==> src/rtl/core/rar_pkg.sv <==
// Shared constants, codes and controller/datapath interface types for the fraction unit.
package rar_pkg;

   localparam int OPERAND_WIDTH = 16;
   localparam int ACTION_W      = 2;
   localparam int MAG_W         = OPERAND_WIDTH;
   localparam int NUM_W         = 2 * OPERAND_WIDTH;
   localparam int CNT_W         = $clog2(NUM_W);
   localparam int RES_NUM_W     = 33;
   localparam int RES_DEN_W     = 31;

   localparam logic [ACTION_W-1:0] ACT_ADD = 2'd0;
   localparam logic [ACTION_W-1:0] ACT_SUB = 2'd1;
   localparam logic [ACTION_W-1:0] ACT_MUL = 2'd2;
   localparam logic [ACTION_W-1:0] ACT_DIV = 2'd3;

   localparam logic [1:0] MSEL_DEN = 2'd0;
   localparam logic [1:0] MSEL_T1  = 2'd1;
   localparam logic [1:0] MSEL_T2  = 2'd2;

   localparam logic [1:0] EMIT_OK   = 2'd0;
   localparam logic [1:0] EMIT_ZERO = 2'd1;
   localparam logic [1:0] EMIT_ERR  = 2'd2;

   localparam logic ST_OK  = 1'b0;
   localparam logic ST_ERR = 1'b1;

   typedef struct packed {
      logic       load;
      logic       mul_en;
      logic [1:0] mul_sel;
      logic       form;
      logic       gcd_step;
      logic       div_step;
      logic       emit;
      logic [1:0] emit_kind;
   } dp_cmd_type;

   typedef struct packed {
      logic err;
      logic num_zero;
      logic gcd_done;
   } dp_status_type;

endpackage

==> src/rtl/core/rational_arith_reduce.sv <==
// Top level: fraction add/subtract/multiply/divide with reduction to lowest terms.
// Usage:
//   Drive req_action and the four operand fields and raise start while busy is
//   low; the request is taken at that clock edge and busy rises the next cycle.
//   The result appears on rsp_res_num, rsp_res_den and rsp_status for exactly
//   one cycle, marked by rsp_valid. The receiver cannot stall; the result is
//   taken at the edge that ends the strobe cycle. busy is already low during
//   the strobe, so the next request may be issued in that cycle.
// Sequence: the denominator and two numerator products on one shared multiplier,
//   a sum step, a binary GCD of the sum and denominator (one step per cycle,
//   its step count set by the operand bit counts), NUM_W restoring divide steps for
//   numerator and denominator in parallel, then an emit step. Errors (zero
//   denominator, division by a zero fraction) go from the first multiply state
//   straight to emit, and zero results go to emit from the GCD state.
// Throughput: one request at a time; the next is taken in the strobe cycle at the earliest.
// Reset: synchronous and active high; returns the controller to idle and drops
//   the strobe. A request in flight is lost.
module rational_arith_reduce import rar_pkg::*; (
   input  logic                        clock,
   input  logic                        reset,
   input  logic                        start,
   output logic                        busy,
   input  logic [ACTION_W-1:0]         req_action,
   input  logic signed [MAG_W-1:0]     req_a_num,
   input  logic signed [MAG_W-1:0]     req_a_den,
   input  logic signed [MAG_W-1:0]     req_b_num,
   input  logic signed [MAG_W-1:0]     req_b_den,
   output logic                        rsp_valid,
   output logic signed [RES_NUM_W-1:0] rsp_res_num,
   output logic [RES_DEN_W-1:0]        rsp_res_den,
   output logic                        rsp_status
);

   dp_cmd_type    cmd;
   dp_status_type status;
   logic          ctrl_busy;

   rar_ctrl u_ctrl (
      .clock     (clock),
      .reset     (reset),
      .start     (start),
      .status    (status),
      .cmd       (cmd),
      .busy      (ctrl_busy),
      .rsp_valid (rsp_valid)
   );

   rar_datapath u_datapath (
      .clock      (clock),
      .reset      (reset),
      .cmd        (cmd),
      .req_action (req_action),
      .req_a_num  (req_a_num),
      .req_a_den  (req_a_den),
      .req_b_num  (req_b_num),
      .req_b_den  (req_b_den),
      .status     (status),
      .res_num    (rsp_res_num),
      .res_den    (rsp_res_den),
      .res_status (rsp_status)
   );

   assign busy = ctrl_busy;

endmodule

==> src/rtl/core/rar_datapath.sv <==
// Datapath: operand registers, shared multiplier, binary GCD and dual restoring divider.
module rar_datapath import rar_pkg::*; (
   input  logic                        clock,
   input  logic                        reset,
   input  dp_cmd_type                  cmd,
   input  logic [ACTION_W-1:0]         req_action,
   input  logic signed [MAG_W-1:0]     req_a_num,
   input  logic signed [MAG_W-1:0]     req_a_den,
   input  logic signed [MAG_W-1:0]     req_b_num,
   input  logic signed [MAG_W-1:0]     req_b_den,
   output dp_status_type               status,
   output logic signed [RES_NUM_W-1:0] res_num,
   output logic [RES_DEN_W-1:0]        res_den,
   output logic                        res_status
);

   function automatic logic [MAG_W-1:0] mag_of(input logic [MAG_W-1:0] x);
      return x[MAG_W-1] ? (~x + 1'b1) : x;
   endfunction

   logic               err_ff, prod_form_ff;
   logic [MAG_W-1:0]   an_mag_ff, ad_mag_ff, bn_mag_ff, bd_mag_ff;
   logic               an_neg_ff, ad_neg_ff, bn_neg_ff, bd_neg_ff;
   logic [NUM_W-1:0]   den_mag_ff, t1_mag_ff, t2_mag_ff;
   logic               den_neg_ff, t1_neg_ff, t2_neg_ff, num_neg_ff;
   logic [NUM_W-1:0]   u_ff, v_ff, sn_ff, sd_ff, rn_ff, rd_ff;
   logic signed [RES_NUM_W-1:0] res_num_ff;
   logic [RES_DEN_W-1:0] res_den_ff;
   logic               res_status_ff;

   logic               is_div, is_sub;
   logic [MAG_W-1:0]   bn_raw, bd_raw;
   logic [MAG_W-1:0]   mul_a, mul_b;
   logic               mul_neg;
   logic [NUM_W-1:0]   mul_p;
   logic [NUM_W-1:0]   sum_mag;
   logic               sum_neg;
   logic [NUM_W:0]     uv_diff, vu_diff;
   logic [NUM_W:0]     trial_n, trial_d;
   logic               fit_n, fit_d;

   assign is_div = (req_action == ACT_DIV);
   assign is_sub = (req_action == ACT_SUB);
   // division takes the reciprocal of the second fraction
   assign bn_raw = is_div ? req_b_den : req_b_num;
   assign bd_raw = is_div ? req_b_num : req_b_den;

   always_comb begin
      mul_a   = an_mag_ff;
      mul_b   = bd_mag_ff;
      mul_neg = an_neg_ff ^ bd_neg_ff;
      case (cmd.mul_sel)
         MSEL_DEN: begin
            mul_a   = ad_mag_ff;
            mul_b   = bd_mag_ff;
            mul_neg = ad_neg_ff ^ bd_neg_ff;
         end
         MSEL_T1: begin
            mul_a   = an_mag_ff;
            mul_b   = prod_form_ff ? bn_mag_ff : bd_mag_ff;
            mul_neg = an_neg_ff ^ (prod_form_ff ? bn_neg_ff : bd_neg_ff);
         end
         MSEL_T2: begin
            mul_a   = ad_mag_ff;
            mul_b   = bn_mag_ff;
            mul_neg = ad_neg_ff ^ bn_neg_ff;
         end
         default: begin
            mul_a   = an_mag_ff;
            mul_b   = bd_mag_ff;
            mul_neg = an_neg_ff ^ bd_neg_ff;
         end
      endcase
   end

   assign mul_p = NUM_W'(mul_a) * NUM_W'(mul_b);

   // sign-magnitude sum of the two cross products, or the product alone for multiply and divide
   always_comb begin
      if (prod_form_ff) begin
         sum_mag = t1_mag_ff;
         sum_neg = t1_neg_ff;
      end else if (t1_neg_ff == t2_neg_ff) begin
         sum_mag = t1_mag_ff + t2_mag_ff;
         sum_neg = t1_neg_ff;
      end else if (t1_mag_ff >= t2_mag_ff) begin
         sum_mag = t1_mag_ff - t2_mag_ff;
         sum_neg = t1_neg_ff;
      end else begin
         sum_mag = t2_mag_ff - t1_mag_ff;
         sum_neg = t2_neg_ff;
      end
   end

   assign uv_diff = {1'b0, u_ff} - {1'b0, v_ff};
   assign vu_diff = {1'b0, v_ff} - {1'b0, u_ff};

   assign trial_n = {rn_ff, sn_ff[NUM_W-1]};
   assign trial_d = {rd_ff, sd_ff[NUM_W-1]};
   assign fit_n   = (trial_n >= {1'b0, u_ff});
   assign fit_d   = (trial_d >= {1'b0, u_ff});

   always_ff @(posedge clock) begin
      if (cmd.load) begin
         an_mag_ff    <= mag_of(req_a_num);
         an_neg_ff    <= req_a_num[MAG_W-1];
         ad_mag_ff    <= mag_of(req_a_den);
         ad_neg_ff    <= req_a_den[MAG_W-1];
         bn_mag_ff    <= mag_of(bn_raw);
         bn_neg_ff    <= bn_raw[MAG_W-1] ^ is_sub;
         bd_mag_ff    <= mag_of(bd_raw);
         bd_neg_ff    <= bd_raw[MAG_W-1];
         prod_form_ff <= (req_action == ACT_MUL) || is_div;
         err_ff       <= (req_a_den == '0) || (req_b_den == '0) ||
                         (is_div && (req_b_num == '0));
      end

      if (cmd.mul_en) begin
         case (cmd.mul_sel)
            MSEL_DEN: begin
               den_mag_ff <= mul_p;
               den_neg_ff <= mul_neg;
            end
            MSEL_T1: begin
               t1_mag_ff <= mul_p;
               t1_neg_ff <= mul_neg;
            end
            MSEL_T2: begin
               t2_mag_ff <= mul_p;
               t2_neg_ff <= mul_neg;
            end
            default: begin
               t1_mag_ff <= t1_mag_ff;
            end
         endcase
      end

      if (cmd.form) begin
         num_neg_ff <= sum_neg ^ den_neg_ff;
         u_ff       <= sum_mag;
         v_ff       <= den_mag_ff;
         sn_ff      <= sum_mag;
         sd_ff      <= den_mag_ff;
         rn_ff      <= '0;
         rd_ff      <= '0;
      end else if (cmd.gcd_step) begin
         if (!u_ff[0] && !v_ff[0]) begin
            // common factor of two: strip it from the dividends too
            u_ff  <= u_ff >> 1;
            v_ff  <= v_ff >> 1;
            sn_ff <= sn_ff >> 1;
            sd_ff <= sd_ff >> 1;
         end else if (!u_ff[0]) begin
            u_ff <= u_ff >> 1;
         end else if (!v_ff[0]) begin
            v_ff <= v_ff >> 1;
         end else if (!uv_diff[NUM_W]) begin
            u_ff <= {1'b0, uv_diff[NUM_W-1:1]};
         end else begin
            v_ff <= {1'b0, vu_diff[NUM_W-1:1]};
         end
      end else if (cmd.div_step) begin
         // sn/sd shift out dividend bits and shift in quotient bits
         rn_ff <= fit_n ? NUM_W'(trial_n - {1'b0, u_ff}) : trial_n[NUM_W-1:0];
         rd_ff <= fit_d ? NUM_W'(trial_d - {1'b0, u_ff}) : trial_d[NUM_W-1:0];
         sn_ff <= {sn_ff[NUM_W-2:0], fit_n};
         sd_ff <= {sd_ff[NUM_W-2:0], fit_d};
      end

      if (cmd.emit) begin
         case (cmd.emit_kind)
            EMIT_OK: begin
               res_num_ff    <= num_neg_ff ? -RES_NUM_W'(sn_ff) : RES_NUM_W'(sn_ff);
               res_den_ff    <= RES_DEN_W'(sd_ff);
               res_status_ff <= ST_OK;
            end
            EMIT_ZERO: begin
               res_num_ff    <= '0;
               res_den_ff    <= RES_DEN_W'(1);
               res_status_ff <= ST_OK;
            end
            default: begin
               res_num_ff    <= '0;
               res_den_ff    <= RES_DEN_W'(1);
               res_status_ff <= ST_ERR;
            end
         endcase
      end
   end

   assign status.err      = err_ff;
   assign status.num_zero = (sn_ff == '0);
   assign status.gcd_done = (u_ff == v_ff);

   assign res_num    = res_num_ff;
   assign res_den    = res_den_ff;
   assign res_status = res_status_ff;

   a_gcd_operands_nonzero: assert property (@(posedge clock) disable iff (reset)
      cmd.gcd_step |-> (u_ff != '0) && (v_ff != '0))
      else $error("gcd step on a zero operand");

   a_divisor_nonzero: assert property (@(posedge clock) disable iff (reset)
      cmd.div_step |-> (u_ff != '0))
      else $error("division by a zero divisor");

endmodule

==> src/rtl/core/rar_ctrl.sv <==
// Controller: sequences load, multiply, sum, GCD and divide steps and issues the result strobe.
module rar_ctrl import rar_pkg::*; (
   input  logic          clock,
   input  logic          reset,
   input  logic          start,
   input  dp_status_type status,
   output dp_cmd_type    cmd,
   output logic          busy,
   output logic          rsp_valid
);

   localparam logic [2:0] S_IDLE = 3'd0;
   localparam logic [2:0] S_MUL0 = 3'd1;
   localparam logic [2:0] S_MUL1 = 3'd2;
   localparam logic [2:0] S_MUL2 = 3'd3;
   localparam logic [2:0] S_FORM = 3'd4;
   localparam logic [2:0] S_GCD  = 3'd5;
   localparam logic [2:0] S_DIV  = 3'd6;
   localparam logic [2:0] S_EMIT = 3'd7;

   logic [2:0]       state_ff, state_in;
   logic [CNT_W-1:0] cnt_ff, cnt_in;
   logic [1:0]       kind_ff, kind_in;
   logic             rsp_valid_ff, rsp_valid_in;

   always_comb begin
      state_in     = state_ff;
      cnt_in       = cnt_ff;
      kind_in      = kind_ff;
      rsp_valid_in = 1'b0;
      cmd          = '0;
      cmd.emit_kind = kind_ff;
      case (state_ff)
         S_IDLE: begin
            if (start) begin
               cmd.load = 1'b1;
               state_in = S_MUL0;
            end
         end
         S_MUL0: begin
            cmd.mul_en  = 1'b1;
            cmd.mul_sel = MSEL_DEN;
            if (status.err) begin
               kind_in  = EMIT_ERR;
               state_in = S_EMIT;
            end else begin
               state_in = S_MUL1;
            end
         end
         S_MUL1: begin
            cmd.mul_en  = 1'b1;
            cmd.mul_sel = MSEL_T1;
            state_in    = S_MUL2;
         end
         S_MUL2: begin
            cmd.mul_en  = 1'b1;
            cmd.mul_sel = MSEL_T2;
            state_in    = S_FORM;
         end
         S_FORM: begin
            cmd.form = 1'b1;
            state_in = S_GCD;
         end
         S_GCD: begin
            if (status.num_zero) begin
               kind_in  = EMIT_ZERO;
               state_in = S_EMIT;
            end else if (status.gcd_done) begin
               cnt_in   = CNT_W'(NUM_W - 1);
               state_in = S_DIV;
            end else begin
               cmd.gcd_step = 1'b1;
            end
         end
         S_DIV: begin
            cmd.div_step = 1'b1;
            if (cnt_ff == '0) begin
               kind_in  = EMIT_OK;
               state_in = S_EMIT;
            end else begin
               cnt_in = cnt_ff - 1'b1;
            end
         end
         S_EMIT: begin
            cmd.emit     = 1'b1;
            rsp_valid_in = 1'b1;
            state_in     = S_IDLE;
         end
         default: begin
            state_in = S_IDLE;
         end
      endcase
   end

   always_ff @(posedge clock) begin
      if (reset) begin
         state_ff     <= S_IDLE;
         rsp_valid_ff <= 1'b0;
      end else begin
         state_ff     <= state_in;
         rsp_valid_ff <= rsp_valid_in;
      end
      cnt_ff  <= cnt_in;
      kind_ff <= kind_in;
   end

   assign busy      = (state_ff != S_IDLE);
   assign rsp_valid = rsp_valid_ff;

   a_strobe_when_idle: assert property (@(posedge clock) disable iff (reset)
      rsp_valid_ff |-> (state_ff == S_IDLE))
      else $error("result strobe while busy");

   a_strobe_after_emit: assert property (@(posedge clock) disable iff (reset)
      rsp_valid_ff |-> ($past(state_ff) == S_EMIT))
      else $error("result strobe without emit");

   a_accept_starts_work: assert property (@(posedge clock) disable iff (reset)
      (start && (state_ff == S_IDLE)) |=> (state_ff == S_MUL0))
      else $error("request accepted but not started");

endmodule

==> config.mk <==
export PLATFORM = sky130hd
export DESIGN_NAME = rational_arith_reduce
export DESIGN_NICKNAME = d
export VERILOG_FILES = /design/src/rtl/core/rar_pkg.sv /design/src/rtl/core/rational_arith_reduce.sv /design/src/rtl/core/rar_datapath.sv /design/src/rtl/core/rar_ctrl.sv
export SDC_FILE = /design/constraint.sdc
export NUM_CORES = 2
export LEC_CHECK = 0
export ABC_AREA = 1
export BUFFER_PORTS_ARGS = -buffer_cell sky130_fd_sc_hd__buf_4
export CORE_UTILIZATION = 55
export CTS_CLUSTER_DIAMETER = 60
export CTS_CLUSTER_SIZE = 24
export DETAILED_ROUTE_END_ITERATION = 7
export GPL_ROUTABILITY_DRIVEN = 0
export PLACE_DENSITY = 0.72
export SETUP_SLACK_MARGIN = 0.5
export SKIP_LAST_GASP = 1
export SLEW_MARGIN = 15
export SYNTH_ARGS = -nofsm -noshare
export SYNTH_HDL_FRONTEND = slang
export SYNTH_SLANG_ARGS = --single-unit
==> constraint.sdc <==
create_clock -name clock -period 13.9 [get_ports clock]
set_input_delay 2.085 -clock clock [delete_from_list [all_inputs] [get_ports clock]]
set_output_delay 2.085 -clock clock [all_outputs]
set_load 0.01 [all_outputs]
### Yosys cells after proc, flatten, opt, wreduce, memory -nomap -nowiden

Cells that the tools add are included.

* flip-flop bits (word level): 438
* bits of input ports: 69
* logic and storage cells: 190

* add/subtract/negate cells: 13
* multiply operators: 1
* order comparisons: 3
* equal/unequal tests: 27
* mux-type cells: 64
* bitwise gates (word level): 10
* reduce and logical (&&, ||, !) cells: 35

Operators by type and width (count)
* 2-to-1 mux 32 bit: 26
* subtractor 32 bit: 5
* greater-or-equal comparator 33 x 32 -> 1 bit: 2
* adder 16 x 1 -> 16 bit (second input constant): 4
* 2-to-1 mux 16 bit: 4
* inverter 16 bit: 4
* 2-to-1 mux 15 bit: 4
* zero test 16 bit: 3
* negation 32 -> 33 bit: 1
* subtractor 32 x 32 -> 33 bit: 1
* adder 32 bit: 1
* == test 32 bit: 1
* greater-or-equal comparator 32 bit: 1
* zero test 32 bit: 1
* multiplier 16 x 16 -> 32 bit: 1
* one-hot mux 16 bit (2 select lines): 1
* one-hot mux 3 bit (8 select lines): 1
* 2-to-1 mux 3 bit: 5
* 2-to-1 mux 5 bit: 3
* AND reduction 2 bit: 7
* 2-to-1 mux 1 bit: 13
* == test 3 bit (second input constant): 4
* inequality test 4 bit (second input constant): 3
* nonzero test 3 bit: 4
* 27 further kinds: 53

### Longest topological paths before layout

* word-level depth: 7
* mapped depth: 37
* gate-level depth less buffers: 32

### Hierarchy

From an unflattened synthesis, not the netlist that was laid out.

* cell total of the unflattened synthesis: 6068
* area total of the unflattened synthesis: 44182.4 um2

Modules (own cells, without submodules)
* rar_datapath: times used 1, cells an instance 5988, area an instance 43551.8 um2, seq. area each 12181.7 um2
* rar_ctrl: times used 1, cells an instance 80, area an instance 630.6 um2, seq. area each 290.3 um2

### Worst setup path after synthesis

Ideal clock, no wire load.

* kind: reg-to-reg
* from: reg u_ctrl.state_ff[0]
* to: reg u_datapath.den_mag_ff[28], data pin
* arrival: 7536 ps
* required time: 13639 ps
* slack: 6103 ps
* stages on the path, launching flop included: 32
* buffers on the path: 2
* clock period less this slack: 7797 ps
* cell sequence: dfxtp_1 -> inv_1 -> ha_1 -> inv_1 -> nor2_1 -> ha_1 -> inv_1 -> o21bai_1 -> buf_2 -> nand3_1 -> o21ai_0 -> buf_2 -> nand2_1 -> fa_1 -> fa_1 -> fa_1 -> fa_1 -> inv_1 -> fa_1 -> inv_1 -> fa_1 -> inv_1 -> ha_1 -> nand2_1 -> nor2_1 -> inv_1 -> o21ai_0 -> a21oi_1 -> o21ai_0 -> nand2_1 -> nand3_1 -> nand2_1

* word-level cells in the longest chain between the ends: 6
* elaborated cells on any way between the ends: 11
* those cells by class: mul: 1; eq/ne: 5; mux: 3; reduce/logical: 2

RTL lines
* start, declared: line rar_ctrl.sv:21 `logic [2:0] state_ff, state_in;`
* start signal, assigned: line rar_ctrl.sv:100 `state_ff <= state_in;`
* == test 3 x 2 -> 1 bit / == test 3 x 1 -> 1 bit (equally long branches): line rar_ctrl.sv:33 `case (state_ff)`
* one-hot mux 3 bit (3 select lines) (*): line rar_ctrl.sv:33
* == test 2 bit / zero test 2 bit (equally long branches): line rar_datapath.sv:52 `case (cmd.mul_sel)`
* OR reduction 2 bit (no line)
* 2-to-1 mux 16 bit: line rar_datapath.sv:52
* multiplier 16 x 16 -> 32 bit (*): line rar_datapath.sv:76 `assign mul_p = NUM_W'(mul_a) * NUM_W'(mul_b);`
* via u_datapath.mul_p[28]: line rar_datapath.sv:35 `logic [NUM_W-1:0] mul_p;`
* end signal, assigned: line rar_datapath.sv:121 `den_mag_ff <= mul_p;`
* end, declared: line rar_datapath.sv:24 `logic [NUM_W-1:0] den_mag_ff, t1_mag_ff, t2_mag_ff;`

The timed path passes the listed nets; every way through them passes the cells marked *.
A chain may end at the register's enable or synchronous reset.

### Final worst setup path

* from: reg u_ctrl.state_ff[0]
* to: reg u_datapath.t1_mag_ff[28], data pin

* word-level cells in the longest chain between the ends: 6
* elaborated cells on any way between the ends: 11
* those cells by class: mul: 1; eq/ne: 5; mux: 3; reduce/logical: 2

RTL lines
* == test 3 x 2 -> 1 bit / == test 3 x 1 -> 1 bit (equally long branches): line rar_ctrl.sv:33
* one-hot mux 3 bit (3 select lines) (*): line rar_ctrl.sv:33
* == test 2 bit / zero test 2 bit (equally long branches): line rar_datapath.sv:52
* OR reduction 2 bit (no line)
* 2-to-1 mux 16 bit: line rar_datapath.sv:52
* multiplier 16 x 16 -> 32 bit (*): line rar_datapath.sv:76
* via u_datapath.mul_p[28]: line rar_datapath.sv:35
* end signal, assigned: line rar_datapath.sv:125 `t1_mag_ff <= mul_p;`
* end signal, assigned: line rar_datapath.sv:133 `t1_mag_ff <= t1_mag_ff;`
* end, declared: line rar_datapath.sv:24

Marks and branches as above.

==> run metrics <==
Total GRT Usage=35.8%; unrepaired setup endpoints after global routing=false; CTS Root Cell=clkbuf_16; CTS tree=yes; Post-Synthesis Cells=5903; H-tree levels=2; first-pass GRT wire length=217 mm; Max Fclk=approximately 110 MHz; number of flops mapped to enable cells by yosys=370; Slew @ Worst Pin=around 1.2 ns; fin crit period=9.36 ns; Overflow after GRT=0; dominant cell type by area after synthesis=edfxtp_1; #FFs+latches synth=438; Final ANT Viol Nets=0; vias in the first global route=38700; sequential area share after synthesis=28.9%; Yosys top cell area share=between 20% and 30%; Synth Area in XOR/XNOR=roughly 4%; slew margin rel.=18.3%; number of placed I/O pins=136; critical path class=register to register; Setup violations, final=0; Crit path max-delay family=adder cells; Synth area leaders=edfxtp_1 (26%), nand2_1 (14%), ha_1 (9.9%); fraction of registers with async set/reset=0%; Worst R2R Path Depth=29; CP max stage delay=around 0.76 ns; critical path peak fanout=34; mean area per synthesized cell=7.30 sq um; Sink Count=438; Setup TNS=0 ns; DP Area=45000 sq um; ANT cells=0; hold_buf cts=0; worst reg2reg endpoint=u_datapath.t1_mag_ff[28]; initial core utilization=55.7%; Final #Nets=6567; slowest cell on the critical path=o21ai_1; Worst-Skew Late Latency=0.65 ns; Hold EP=u_datapath.res_status; Die W=282 um; Port-buffer cells=~140; post-synthesis mux area share=0.0261%; DP HPWL=113 mm; total iterations of the first detailed-routing run=8; synthesized area=43100 sq um; Critical Path AT=slightly below 10 ns; initial antenna violation count=1; vias=41100; count of final max-slew check failures=0; Worst R2R Setup Slack=4.54 ns; failing checks=DRC; post-synthesis simple-gate area fraction=between 20% and 30%; pre-CTS setup slack=around 4.7 ns; placement row count=102; drt first-iter violations=4799; area grow syn2layout=8.40%; area of the die=79500 sq um; clk_skew=0.0260 ns; post-synthesis adder-cell area fraction=19.3%; Clock transition at path regs=0.09 ns; number of buffers created by CTS=45; type of origin of the critical path=register; DR vias/cell=5.84; largest net degree at the start of global routing=97; hold_sp=u_ctrl.kind_ff[1]; Critical Path Most Common Cell=inv_1; reg2reg start=u_ctrl.state_ff[0]; Die H=282 um; complex-gate fraction of the synthesized area=12.7%; outcome=finished, violations left; Design Area, Final=46700 sq um; worst path bufs/invs=8; Longest Clk Path Bufs=3; WL final=between 100 and 150 mm; drt wl/cell=20.5 um; warning count from the yosys run=0; CP Capture Type=register; max_cap viols=0; largest family of logic cells by synthesized area=simple AND/OR/NAND/NOR gates; synth unique cells=56; syn_nets=6515; Setup Buffers After CTS=0; core box area=77500 sq um; DR DRC count=1; CP required=14.30 ns; commonest non-fill, non-tap cells in the layout=nand2_1 (1553), inv_1 (928), nor2_1 (549); setup ws final=roughly 4.5 ns; Hold Fails Final Rpt=0; worst hold stages=0; period utilization=67.3%; Worst Hold Class=register to register; share of layout cells above drive strength 1=5.77%; Synth Flop Type=edfxtp_1; commonest non-fill, non-tap cell in the layout=nand2_1; PostCTS Resize Cnt=0
[how the worst max path moves through the flow]
| stage | startpoint | endpoint | cells after the start |
|---|---|---|---|
| after detailed placement | u_ctrl.state_ff[0] | u_datapath.t1_mag_ff[28] | 29 |
| after global routing | u_ctrl.state_ff[0] | u_datapath.den_mag_ff[28] | 29 |
| after global placement | u_ctrl.state_ff[0] | u_datapath.den_mag_ff[28] | 29 |
| after floorplan | u_ctrl.state_ff[0] | u_datapath.den_mag_ff[28] | 31 |
| final | u_ctrl.state_ff[0] | u_datapath.t1_mag_ff[28] | 29 |
| after CTS | u_ctrl.state_ff[0] | u_datapath.t1_mag_ff[28] | 29 |
[per-layer routing]
layer  part of all wire, %  global-route usage [%]  routed length [um]
met1                    37                    42.6               53200
met5                0.0083                       0                  12
met3                   9.9                    6.92               14300
met2                    45                    58.3               65100
met4                   7.9                    24.7               11300
[synthesized netlist by cell type (all sizes together) (2+ instances only)]
cell and count:
xnor2 49, o21bai 24, nor3b 4, o221ai 33
fa 201, a21o 21, inv 950, o21ai 312
o22ai 35, nand3 327, nor2 567, nor3 66
nor4 22, dfxtp 68, edfxtp 370, clkbuf 84
o31ai 7, xor2 147, o211ai 21, nand4 38
a21boi 3, o21a 21, ha 342, a41oi 2
a22oi 23, and3 5, nand3b 13, buf 89
a31oi 29, a21oi 441, nand2 1566, and2 3
clkinv 4, or2 9
[per-stage QoR]
stage | utilization [%] | hold WS [ns] | instances
6_report | 60.3 | 0.460 | 7032
5_1_grt | 60.3 | 0.457 | 7032
4_1_cts | 60.3 | 0.453 | 7032
3_5_place_dp | 58.1 | 0.436 | 6948
3_3_place_gp | 58.1 | 0.433 | 6948
2_1_floorplan | - | 0.453 | 5903
[area by class of cell]
type | count | area [sq um]
Fill cell | 7209 | 30700
Clock buffer | 48 | 1170
Tap cell | 1040 | 1300
Clock inverter | 36 | 573
Sequential cell | 438 | 12500
Inverter | 954 | 3580
Timing Repair Buffer | 178 | 1340
Multi-Input combinational cell | 4338 | 26300
[worst register-to-register path, delay by kind of cell, from the launching register on]
family,cells,cell delay (ns)
adders and majority gates,9,4.26
AOI/OAI and AO/OA,5,2.41
buffers and inverters,8,1.25
DFF,1,0.40
and+or+nand+nor,7,0.81
[logic make-up (layout without fill, tap and decap cells)]
family	count (synthesis)	after routing
buffers and inverters	1127	1216
and+or+nand+nor	2622	2622
muxes	1	1
AOI/OAI and AO/OA	976	976
DFF	438	438
adders and majority gates	543	543
xor gates and xnor gates	196	196
[registers in the layout, summed over array words and instances (netlist names), 16 cells and up]
register               flops
u_datapath.an_mag_ff      16
u_datapath.rn_ff          32
u_datapath.den_mag_ff     32
u_datapath.res_num        33
u_datapath.v_ff           32
u_datapath.bn_mag_ff      16
u_datapath.u_ff           32
u_datapath.ad_mag_ff      16
u_datapath.bd_mag_ff      16
u_datapath.t2_mag_ff      32
u_datapath.sn_ff          32
u_datapath.res_den        31
u_datapath.rd_ff          32
u_datapath.sd_ff          32
u_datapath.t1_mag_ff      32
Power is not shown: default switching activity piles up to over one toggle a cycle in this logic, so the estimate is an artifact.
